==> config.mk <==
export PLATFORM = sky130hd
export DESIGN_NAME = pending_timer_list_core
export DESIGN_NICKNAME = d
export VERILOG_FILES = /design/src/design/ptl_pkg.sv /design/src/design/ptl_front.sv /design/src/design/ptl_cmd_fifo.sv /design/src/design/ptl_back.sv /design/src/design/pending_timer_list_core.sv
export SDC_FILE = /design/constraint.sdc
export NUM_CORES = 2
export LEC_CHECK = 0
export BUFFER_PORTS_ARGS = -buffer_cell sky130_fd_sc_hd__buf_2
export CORE_ASPECT_RATIO = 1.2
export CORE_MARGIN = 5
export CORE_UTILIZATION = 45
export DETAILED_ROUTE_END_ITERATION = 12
export SYNTH_ARGS = -nofsm -noshare
export SYNTH_HDL_FRONTEND = slang
export SYNTH_SLANG_ARGS = --single-unit
==> constraint.sdc <==
create_clock -name clk -period 16.06 [get_ports clk]
set_clock_uncertainty 0.1 [all_clocks]
set_input_delay 3.212 -clock clk [delete_from_list [all_inputs] [get_ports clk]]
set_output_delay 3.212 -clock clk [all_outputs]
set_load 0.02 [all_outputs]
==> src/design/ptl_pkg.sv <==
package ptl_pkg;

	localparam int NUM_TIMERS = 16;
	localparam int ID_W = 4;
	localparam int PTR_W = ID_W + 1;
	localparam logic [PTR_W-1:0] END_PTR = PTR_W'(NUM_TIMERS);

	localparam int EXP_W = 32;
	localparam int DLY_W = 16;
	localparam int TPS_W = 14;
	localparam logic [TPS_W-1:0] TPS_RESET = TPS_W'(100);

	// delay_ms * tps / 1000 via reciprocal multiply plus one correction step
	localparam int PROD_W = DLY_W + TPS_W;
	localparam int MS_PER_S = 1000;
	localparam int RECIP_SHIFT = 40;
	localparam int RECIP_W = 31;
	localparam logic [RECIP_W-1:0] RECIP = RECIP_W'((64'd1 << RECIP_SHIFT) / MS_PER_S);
	localparam int WIDE_W = PROD_W + RECIP_W;
	localparam int QUOT_W = 21;

	localparam int FIFO_DEPTH = 4;
	localparam int FIFO_AW = 2;

	localparam int S_TDATA_W = 88;
	localparam int M_TDATA_W = 8;

	typedef enum logic [2:0] {
		OP_ADD     = 3'd0,
		OP_MODIFY  = 3'd1,
		OP_SET_REL = 3'd2,
		OP_CANCEL  = 3'd3,
		OP_SWEEP   = 3'd4
	} op_t;

	typedef enum logic [1:0] {
		ST_OK        = 2'd0,
		ST_PENDING   = 2'd1,
		ST_NOT_FOUND = 2'd2
	} status_t;

	typedef enum logic [2:0] {
		K_REPLY  = 3'd0,
		K_ADD    = 3'd1,
		K_SET    = 3'd2,
		K_CANCEL = 3'd3,
		K_SWEEP  = 3'd4
	} kind_t;

	typedef struct packed {
		kind_t             kind;
		logic [ID_W-1:0]   id;
		status_t           status;
		logic [EXP_W-1:0]  expiry;
		logic [EXP_W-1:0]  now;
	} cmd_t;

	typedef struct packed {
		logic [ID_W-1:0] id;
		logic            fired;
		status_t         status;
		logic            last;
	} res_t;

endpackage

==> src/design/ptl_front.sv <==
module ptl_front (
	input  logic                              clk,
	input  logic                              arst_n,
	input  logic                              s_valid,
	output logic                              s_ready,
	input  logic [ptl_pkg::S_TDATA_W-1:0]     s_data,
	input  logic [2:0]                        s_user,
	input  logic                              cfg_we,
	input  logic [ptl_pkg::TPS_W-1:0]         cfg_wdata,
	output logic                              push,
	output ptl_pkg::cmd_t                     push_cmd,
	input  logic                              full
);

	typedef enum logic [4:0] {
		F_IDLE  = 5'b00001,
		F_MUL   = 5'b00010,
		F_RECIP = 5'b00100,
		F_FIX   = 5'b01000,
		F_PUSH  = 5'b10000
	} fstate_t;

	fstate_t                          state_q;
	logic [ptl_pkg::TPS_W-1:0]        tps_q;
	ptl_pkg::cmd_t                    cmd_q;
	ptl_pkg::cmd_t                    cmd_d;
	logic [ptl_pkg::DLY_W-1:0]        delay_q;
	logic [ptl_pkg::PROD_W-1:0]       prod_s1;
	logic [ptl_pkg::QUOT_W-1:0]       quot_s2;
	logic [ptl_pkg::WIDE_W-1:0]       wide;
	logic [ptl_pkg::PROD_W-1:0]       qe_x;
	logic [ptl_pkg::PROD_W-1:0]       rem;
	logic [ptl_pkg::QUOT_W-1:0]       ticks;
	logic [ptl_pkg::ID_W-1:0]         in_id;
	logic                             in_valid_id;
	logic                             need_mul;

	assign s_ready  = (state_q == F_IDLE);
	assign push     = (state_q == F_PUSH) && !full;
	assign push_cmd = cmd_q;

	assign in_id       = s_data[ptl_pkg::ID_W-1:0];
	assign in_valid_id = {1'b0, in_id} < ptl_pkg::END_PTR;

	always_comb begin
		cmd_d        = '0;
		cmd_d.kind   = ptl_pkg::K_REPLY;
		cmd_d.id     = in_id;
		cmd_d.status = ptl_pkg::ST_OK;
		cmd_d.expiry = s_data[4 +: ptl_pkg::EXP_W];
		cmd_d.now    = s_data[52 +: ptl_pkg::EXP_W];
		need_mul     = 1'b0;
		case (ptl_pkg::op_t'(s_user))
			ptl_pkg::OP_ADD: begin
				if (in_valid_id)
					cmd_d.kind = ptl_pkg::K_ADD;
			end
			ptl_pkg::OP_MODIFY: begin
				if (in_valid_id)
					cmd_d.kind = ptl_pkg::K_SET;
			end
			ptl_pkg::OP_SET_REL: begin
				if (in_valid_id) begin
					cmd_d.kind = ptl_pkg::K_SET;
					need_mul   = 1'b1;
				end
			end
			ptl_pkg::OP_CANCEL: begin
				if (in_valid_id)
					cmd_d.kind = ptl_pkg::K_CANCEL;
				else
					cmd_d.status = ptl_pkg::ST_NOT_FOUND;
			end
			ptl_pkg::OP_SWEEP: begin
				cmd_d.kind = ptl_pkg::K_SWEEP;
			end
			default: begin
				cmd_d.kind = ptl_pkg::K_REPLY;
			end
		endcase
	end

	assign wide  = ptl_pkg::WIDE_W'(prod_s1) * ptl_pkg::WIDE_W'(ptl_pkg::RECIP);
	assign qe_x  = ptl_pkg::PROD_W'(quot_s2) * ptl_pkg::PROD_W'(ptl_pkg::MS_PER_S);
	assign rem   = prod_s1 - qe_x;
	assign ticks = quot_s2 + ptl_pkg::QUOT_W'(rem >= ptl_pkg::PROD_W'(ptl_pkg::MS_PER_S));

	always_ff @(posedge clk or negedge arst_n) begin
		if (!arst_n) begin
			state_q <= F_IDLE;
			tps_q   <= ptl_pkg::TPS_RESET;
		end else begin
			if (cfg_we)
				tps_q <= cfg_wdata;
			case (state_q)
				F_IDLE: begin
					if (s_valid)
						state_q <= need_mul ? F_MUL : F_PUSH;
				end
				F_MUL:   state_q <= F_RECIP;
				F_RECIP: state_q <= F_FIX;
				F_FIX:   state_q <= F_PUSH;
				F_PUSH: begin
					if (!full)
						state_q <= F_IDLE;
				end
				default: state_q <= F_IDLE;
			endcase
		end
	end

	always_ff @(posedge clk) begin
		if (state_q == F_IDLE && s_valid) begin
			cmd_q   <= cmd_d;
			delay_q <= s_data[36 +: ptl_pkg::DLY_W];
		end
		if (state_q == F_MUL)
			prod_s1 <= ptl_pkg::PROD_W'(delay_q) * ptl_pkg::PROD_W'(tps_q);
		if (state_q == F_RECIP)
			quot_s2 <= wide[ptl_pkg::RECIP_SHIFT +: ptl_pkg::QUOT_W];
		if (state_q == F_FIX)
			cmd_q.expiry <= cmd_q.now + ptl_pkg::EXP_W'(ticks);
	end

endmodule

==> src/design/ptl_cmd_fifo.sv <==
module ptl_cmd_fifo (
	input  logic          clk,
	input  logic          arst_n,
	input  logic          push,
	input  ptl_pkg::cmd_t push_cmd,
	output logic          full,
	input  logic          pop,
	output ptl_pkg::cmd_t pop_cmd,
	output logic          empty
);

	ptl_pkg::cmd_t                 mem_q [ptl_pkg::FIFO_DEPTH];
	logic [ptl_pkg::FIFO_AW-1:0]   wr_q;
	logic [ptl_pkg::FIFO_AW-1:0]   rd_q;
	logic [ptl_pkg::FIFO_AW:0]     cnt_q;

	assign full    = cnt_q == (ptl_pkg::FIFO_AW+1)'(ptl_pkg::FIFO_DEPTH);
	assign empty   = cnt_q == '0;
	assign pop_cmd = mem_q[rd_q];

	always_ff @(posedge clk or negedge arst_n) begin
		if (!arst_n) begin
			wr_q  <= '0;
			rd_q  <= '0;
			cnt_q <= '0;
		end else begin
			if (push)
				wr_q <= wr_q + 1'b1;
			if (pop)
				rd_q <= rd_q + 1'b1;
			if (push && !pop)
				cnt_q <= cnt_q + 1'b1;
			else if (pop && !push)
				cnt_q <= cnt_q - 1'b1;
		end
	end

	always_ff @(posedge clk) begin
		if (push)
			mem_q[wr_q] <= push_cmd;
	end

endmodule

==> src/design/ptl_back.sv <==
module ptl_back (
	input  logic          clk,
	input  logic          arst_n,
	input  logic          empty,
	input  ptl_pkg::cmd_t cmd,
	output logic          pop,
	output logic          out_valid,
	input  logic          out_ready,
	output ptl_pkg::res_t out_res
);

	typedef enum logic [1:0] {
		B_IDLE = 2'b01,
		B_WALK = 2'b10
	} bstate_t;

	localparam int ID_W = ptl_pkg::ID_W;
	localparam int PTR_W = ptl_pkg::PTR_W;

	bstate_t                       state_q, state_d;
	logic [ptl_pkg::EXP_W-1:0]     expiry_q [ptl_pkg::NUM_TIMERS];
	logic [ID_W-1:0]               link_q [ptl_pkg::NUM_TIMERS];
	logic [ptl_pkg::NUM_TIMERS-1:0] pending_q, pending_d;
	logic [PTR_W-1:0]              head_q, head_d, tail_q, tail_d;
	logic [PTR_W-1:0]              cur_q, cur_d, prev_q, prev_d;
	logic                          hold_valid_q, hold_valid_d;
	logic [ID_W-1:0]               hold_id_q, hold_id_d;
	ptl_pkg::kind_t                wkind_q;
	logic [ID_W-1:0]               wid_q;
	logic [ptl_pkg::EXP_W-1:0]     wnow_q;
	logic                          latch;

	logic                          out_valid_q;
	ptl_pkg::res_t                 out_q;
	logic                          emit;
	ptl_pkg::res_t                 emit_res;
	logic                          out_free;

	logic                          exp_we;
	logic [ID_W-1:0]               exp_wa;
	logic                          link_we;
	logic [ID_W-1:0]               link_wa, link_wd;

	logic [ID_W-1:0]               cur_id;
	logic [PTR_W-1:0]              nxt;
	logic [ptl_pkg::EXP_W-1:0]     diff;
	logic [PTR_W-1:0]              unl_head;

	assign out_valid = out_valid_q;
	assign out_res   = out_q;
	assign out_free  = !out_valid_q || out_ready;

	assign cur_id   = cur_q[ID_W-1:0];
	assign nxt      = (cur_q == tail_q) ? ptl_pkg::END_PTR : {1'b0, link_q[cur_id]};
	assign diff     = expiry_q[cur_id] - wnow_q;
	assign unl_head = (prev_q == ptl_pkg::END_PTR) ? nxt : head_q;

	always_comb begin
		state_d      = state_q;
		pending_d    = pending_q;
		head_d       = head_q;
		tail_d       = tail_q;
		cur_d        = cur_q;
		prev_d       = prev_q;
		hold_valid_d = hold_valid_q;
		hold_id_d    = hold_id_q;
		latch        = 1'b0;
		pop          = 1'b0;
		emit         = 1'b0;
		emit_res     = '{id: cmd.id, fired: 1'b0, status: cmd.status, last: 1'b1};
		exp_we       = 1'b0;
		exp_wa       = cmd.id;
		link_we      = 1'b0;
		link_wa      = tail_q[ID_W-1:0];
		link_wd      = cmd.id;
		case (state_q)
			B_IDLE: begin
				if (!empty) begin
					case (cmd.kind)
						ptl_pkg::K_ADD, ptl_pkg::K_SET: begin
							if (out_free) begin
								pop  = 1'b1;
								emit = 1'b1;
								emit_res.status = ptl_pkg::ST_OK;
								if (cmd.kind == ptl_pkg::K_ADD && pending_q[cmd.id]) begin
									emit_res.status = ptl_pkg::ST_PENDING;
								end else begin
									exp_we = 1'b1;
									if (!pending_q[cmd.id]) begin
										if (tail_q == ptl_pkg::END_PTR)
											head_d = {1'b0, cmd.id};
										else
											link_we = 1'b1;
										tail_d = {1'b0, cmd.id};
										pending_d[cmd.id] = 1'b1;
									end
								end
							end
						end
						ptl_pkg::K_CANCEL, ptl_pkg::K_SWEEP: begin
							pop          = 1'b1;
							latch        = 1'b1;
							cur_d        = head_q;
							prev_d       = ptl_pkg::END_PTR;
							hold_valid_d = 1'b0;
							state_d      = B_WALK;
						end
						default: begin
							if (out_free) begin
								pop  = 1'b1;
								emit = 1'b1;
							end
						end
					endcase
				end
			end
			B_WALK: begin
				link_wa = prev_q[ID_W-1:0];
				link_wd = nxt[ID_W-1:0];
				if (cur_q == ptl_pkg::END_PTR) begin
					if (out_free) begin
						emit    = 1'b1;
						state_d = B_IDLE;
						if (wkind_q == ptl_pkg::K_CANCEL)
							emit_res = '{id: wid_q, fired: 1'b0,
								status: ptl_pkg::ST_NOT_FOUND, last: 1'b1};
						else if (hold_valid_q)
							emit_res = '{id: hold_id_q, fired: 1'b1,
								status: ptl_pkg::ST_OK, last: 1'b1};
						else
							emit_res = '{id: '0, fired: 1'b0,
								status: ptl_pkg::ST_OK, last: 1'b1};
					end
				end else if (wkind_q == ptl_pkg::K_CANCEL) begin
					if (cur_id == wid_q) begin
						if (out_free) begin
							emit     = 1'b1;
							emit_res = '{id: wid_q, fired: 1'b0,
								status: ptl_pkg::ST_OK, last: 1'b1};
							link_we  = prev_q != ptl_pkg::END_PTR;
							head_d   = unl_head;
							if (cur_q == tail_q)
								tail_d = prev_q;
							if (unl_head == ptl_pkg::END_PTR)
								tail_d = ptl_pkg::END_PTR;
							pending_d[cur_id] = 1'b0;
							state_d  = B_IDLE;
						end
					end else begin
						prev_d = cur_q;
						cur_d  = nxt;
					end
				end else if (diff[ptl_pkg::EXP_W-1]) begin
					if (!hold_valid_q || out_free) begin
						emit     = hold_valid_q;
						emit_res = '{id: hold_id_q, fired: 1'b1,
							status: ptl_pkg::ST_OK, last: 1'b0};
						link_we  = prev_q != ptl_pkg::END_PTR;
						head_d   = unl_head;
						if (cur_q == tail_q)
							tail_d = prev_q;
						if (unl_head == ptl_pkg::END_PTR)
							tail_d = ptl_pkg::END_PTR;
						pending_d[cur_id] = 1'b0;
						hold_valid_d = 1'b1;
						hold_id_d    = cur_id;
						cur_d        = nxt;
					end
				end else begin
					prev_d = cur_q;
					cur_d  = nxt;
				end
			end
			default: state_d = B_IDLE;
		endcase
	end

	always_ff @(posedge clk or negedge arst_n) begin
		if (!arst_n) begin
			state_q      <= B_IDLE;
			pending_q    <= '0;
			head_q       <= ptl_pkg::END_PTR;
			tail_q       <= ptl_pkg::END_PTR;
			hold_valid_q <= 1'b0;
			out_valid_q  <= 1'b0;
		end else begin
			state_q      <= state_d;
			pending_q    <= pending_d;
			head_q       <= head_d;
			tail_q       <= tail_d;
			hold_valid_q <= hold_valid_d;
			if (emit)
				out_valid_q <= 1'b1;
			else if (out_ready)
				out_valid_q <= 1'b0;
		end
	end

	always_ff @(posedge clk) begin
		cur_q     <= cur_d;
		prev_q    <= prev_d;
		hold_id_q <= hold_id_d;
		if (latch) begin
			wkind_q <= cmd.kind;
			wid_q   <= cmd.id;
			wnow_q  <= cmd.now;
		end
		if (emit)
			out_q <= emit_res;
		if (exp_we)
			expiry_q[exp_wa] <= cmd.expiry;
		if (link_we)
			link_q[link_wa] <= link_wd;
	end

endmodule

==> src/design/pending_timer_list_core.sv <==
// Pending timer list: a table of 16 timers, each with a 32-bit expiry tick,
// chained in insertion order while pending.
// Input stream (s_axis): one beat per operation; tuser carries the opcode
// (add, modify, set relative, cancel, sweep). Output stream (m_axis): one beat
// per result; tlast marks the final result of an operation, tuser marks a
// timer fired by a sweep.
// cfg_we/cfg_wdata load the tick rate used by set relative (reset 100).
// The front end takes a new beat only once it has pushed the last one (set
// relative runs a multiply, a reciprocal multiply and a correction step)
// and queues decoded commands in a 4-entry FIFO. The back end answers add,
// modify, set relative and bad opcodes from the FIFO head; cancel and
// sweep walk the list one entry per cycle unless m_axis stalls the walk.
// Simple results pass the command register, FIFO and output register.
// Reset empties the list and clears every pending mark; nothing else needs
// clearing. A stalled m_axis holds its beat; the back end stops when it has
// a new result and the output register is full, then the FIFO fills and
// s_axis_tready drops.
module pending_timer_list_core (
	input  logic                              clk,
	input  logic                              arst_n,
	input  logic                              s_axis_tvalid,
	output logic                              s_axis_tready,
	// timer_id[3:0], expiry_value[35:4], delay_ms[51:36], now[83:52], zero pad
	input  logic [ptl_pkg::S_TDATA_W-1:0]     s_axis_tdata,
	// op[2:0]
	input  logic [2:0]                        s_axis_tuser,
	output logic                              m_axis_tvalid,
	input  logic                              m_axis_tready,
	// result_timer[3:0], status[5:4], zero pad
	output logic [ptl_pkg::M_TDATA_W-1:0]     m_axis_tdata,
	// fired
	output logic                              m_axis_tuser,
	output logic                              m_axis_tlast,
	input  logic                              cfg_we,
	input  logic [ptl_pkg::TPS_W-1:0]         cfg_wdata
);

	logic          push, full, pop, empty;
	ptl_pkg::cmd_t push_cmd, pop_cmd;
	ptl_pkg::res_t res;

	ptl_front u_front (
		.clk       (clk),
		.arst_n    (arst_n),
		.s_valid   (s_axis_tvalid),
		.s_ready   (s_axis_tready),
		.s_data    (s_axis_tdata),
		.s_user    (s_axis_tuser),
		.cfg_we    (cfg_we),
		.cfg_wdata (cfg_wdata),
		.push      (push),
		.push_cmd  (push_cmd),
		.full      (full)
	);

	ptl_cmd_fifo u_fifo (
		.clk      (clk),
		.arst_n   (arst_n),
		.push     (push),
		.push_cmd (push_cmd),
		.full     (full),
		.pop      (pop),
		.pop_cmd  (pop_cmd),
		.empty    (empty)
	);

	ptl_back u_back (
		.clk       (clk),
		.arst_n    (arst_n),
		.empty     (empty),
		.cmd       (pop_cmd),
		.pop       (pop),
		.out_valid (m_axis_tvalid),
		.out_ready (m_axis_tready),
		.out_res   (res)
	);

	assign m_axis_tdata = {2'b00, res.status, res.id};
	assign m_axis_tuser = res.fired;
	assign m_axis_tlast = res.last;

endmodule

==> summary.txt <==
Timing
  – Slew headroom: 25.50%
  – Tightest Pin Transition: around 1.1 ns
  – Setup violators final: 0
  – RSZ-0062 raised after global routing: no
  – Final critical-path required period: 12.05 ns
  – WHS: just under 0.4 ns
  – Fmax achieved: 82.96 MHz
  – Slack of the critical path: 4.006 ns
  – Fin. Hold Viols: 0
  – Fin crit share: 75.05%
  – TNS Setup: 0 ns
  – Max Slew Vio Count: 0

Clock network
  – Post-CTS Setup Bufs: 0
  – Post_cts resized: 0
  – CTS tree: yes
  – Hold_buf cts: 0
  – TritonCTS Sinks: 1119
  – Max H-tree Level: 3
  – CTS buffer count: between 100 and 150
  – Root buffer cell: clkbuf_16
  – Clk_lat worst skew: 0.76 ns
  – Clock transition at path regs: approximately 0.09 ns
  – Clock buffer depth: 3

Routing
  – Iteration-0 DRC Markers: between 2000 and 3000
  – Routed Antenna Nets: 0
  – DR pass1 iterations: 5
  – # DRC: 0
  – DRT Wirelength: ~170000 um
  – Wire per inst: approximately 23 um
  – Vias per Instance: approximately 5.5
  – DR vias: about 40000

Synthesis
  – EDFF count, synth: 1059
  – Synth Register Bits: 1119
  – Area leader, netlist: edfxtp_1
  – Netlist Area Pre-Place: a little under 70000 um2
  – Synth cell types: 83
  – Mapped Avg Cell Area: roughly 14 um2
  – Top cell type's share of synthesized area: 45.69%
  – Area contributors post-synth: edfxtp_1 46%, fa_1 16%, ha_1 11%
  – Synthesized instance count: about 5000
  – Number of synthesis warnings: 0
  – Sequential fraction of the synthesis area: between 40% and 50%
  – Synth async-reset ratio: ~5%
  – Ys flop type: edfxtp_1

Status
  – Status: finished clean

Setup path
  – Crit path buf inv count: 2
  – CP peak stage delay: 0.90 ns
  – Worst path arrival time: 12.41 ns
  – Delay-heaviest family, CP: compound AO/OA/AOI/OAI gates
  – Worst path slowest cell: a2111oi_0
  – Critical path class: reg2reg
  – Reg2reg start: u_front.quot_s2[1]$_DFFE_PP_
  – Critical Path RT: roughly 16 ns
  – R2R setup slack: 4.01 ns
  – Reg2Reg Depth: 40
  – CP max FO: 6
  – Reg-to-reg critical path endpoint: u_front.push_cmd[50]$_DFFE_PP_
  – Setup crit start kind: register
  – Critical Path Sink Type: register

Finish
  – Fillers: 13300
  – Nets: between 6000 and 7000
  – Synth-to-layout area growth: 9.531%
  – Commonest non-fill, non-tap cell in the layout: edfxtp_1
  – Final std cells w/o fill: just over 7000
  – Commonest non-fill, non-tap cells in the layout: 1059 x edfxtp_1, 800 x inv_1, 608 x ha_1
  – Share of layout cells above drive strength 1: between 10% and 20%

Placed design
  – Cells after DPL: a little under 7000
  – HPWL Detailed: approximately 120000 um
  – GP Congestion: 0.8834
  – Port buffer count: 115
  – Dpl ws: ~4 ns

GRT
  – Total GRT Usage: between 20% and 30%
  – Total gr overflow: 0
  – Pin count of the biggest net entering global routing: 76
  – Antenna violations before repair: 9
  – Vias in the first global route: approximately 42000
  – Global-route wire length before repair: 254500 um

Min path
  – Hold Path Cell Cnt: 1
  – Hold Path Origin: u_back.pending_q[4]$_DFFE_PN0P_
  – Hold Path End: u_back.pending_q[4]$_DFFE_PN0P_
  – Hold crit path type: reg2reg

Job
  – # Max-Cap Violations: 0

Die
  – Rows: 158
  – Die Wd: 369.0 um
  – Initial Util: 45.14%
  – # IOs: 122
  – Area of the core: about 150000 um2
  – Die H: roughly 440 um
  – Die area: around 160000 um2
[metrics by stage]
step | cell area (um2) | utilization (%)
final | 76240 | 49.44
after floorplan | 69610 | -
after global routing | 76230 | 49.44
after CTS | 76230 | 49.44
after detailed placement | 72760 | 47.18
after global placement | 72760 | 47.18
[flip-flops by register name, summed over array words and instances (netlist names), 8 cells and up, named ones only]
name / cells
u_back.expiry_q: 512
u_fifo.mem_q: 284
u_front.push_cmd: 71
u_back.link_q: 64
u_back.wnow_q: 32
u_front.prod_s1: 30
u_front.quot_s2: 21
u_back.pending_q: 16
u_front.delay_q: 16
u_front.tps_q: 14
u_back.out_res: 8
[logic make-up after synthesis]
| family | synth area share, % |
|---|---|
| AO/OA/AOI/OAI | 4.510 |
| XOR/XNOR | 1.850 |
| adder cells (fa/ha/maj) | 26.63 |
| buffers and inverters | 5.037 |
| flip-flops | 47.83 |
| multiplexers | 8.605 |
| other | 0.005388 |
| AND/OR/NAND/NOR | 5.531 |
[routing by layer]
layer	vias up	wire length, um	GRT usage (%)
li1	17700	-	-
met1	20340	65390	25.58
met2	782	88190	37.89
met3	264	7326	2.820
met4	8	4948	6.363
met5	-	60	0
[synthesized netlist by cell type, types with 14 or more instances]
library cell	instances
edfxtp_1	1059
inv_1	801
ha_1	608
fa_1	546
nand2_1	284
mux4_2	251
a21oi_1	133
nor2_1	133
o21ai_0	128
and2_1	106
clkbuf_1	88
xnor2_1	85
a21o_1	66
xor2_1	62
nand3_1	60
dfrtp_1	49
buf_1	31
nand2b_1	31
nor3_1	31
nand4_1	27
mux2_2	21
nor2b_1	19
and3_1	18
o21bai_1	16
a211oi_1	15
o211ai_1	14
o21a_1	14
[worst max-delay path by stage]
| stage | to | start | slack (ns) | depth (start not counted) |
|---|---|---|---|---|
| after global routing | u_front.push_cmd[50]$_DFFE_PP_ | u_front.quot_s2[1]$_DFFE_PP_ | 2.96 | 40 |
| after CTS | u_front.push_cmd[50]$_DFFE_PP_ | u_front.quot_s2[1]$_DFFE_PP_ | 3.88 | 40 |
| after global placement | u_front.push_cmd[60]$_DFFE_PP_ | u_front.quot_s2[6]$_DFFE_PP_ | 3.99 | 40 |
| after floorplan | u_front.push_cmd[50]$_DFFE_PP_ | u_front.quot_s2[5]$_DFFE_PP_ | 6.11 | 39 |
| after detailed placement | u_front.push_cmd[60]$_DFFE_PP_ | u_front.quot_s2[6]$_DFFE_PP_ | 3.95 | 40 |
| final | u_front.push_cmd[50]$_DFFE_PP_ | u_front.quot_s2[1]$_DFFE_PP_ | 4.01 | 40 |
[area by class of cell]
| cell class | count | area (um2) | area share (%) |
|---|---|---|---|
| sequential | 1119 | 33310 | 43.69 |
| inverter | 802 | 3013 | 3.952 |
| multi-input combinational | 2870 | 32950 | 43.23 |
| tap | 2000 | 2502 | 3.282 |
| antenna | 4 | 10.01 | 0.01313 |
| clock buffer | 147 | 2954 | 3.875 |
| clock inverter | 58 | 518.0 | 0.6794 |
| timing repair buffer | 165 | 975.9 | 1.280 |
Power is not shown: default switching activity piles up to over one toggle a cycle in this logic, so the estimate is an artifact.
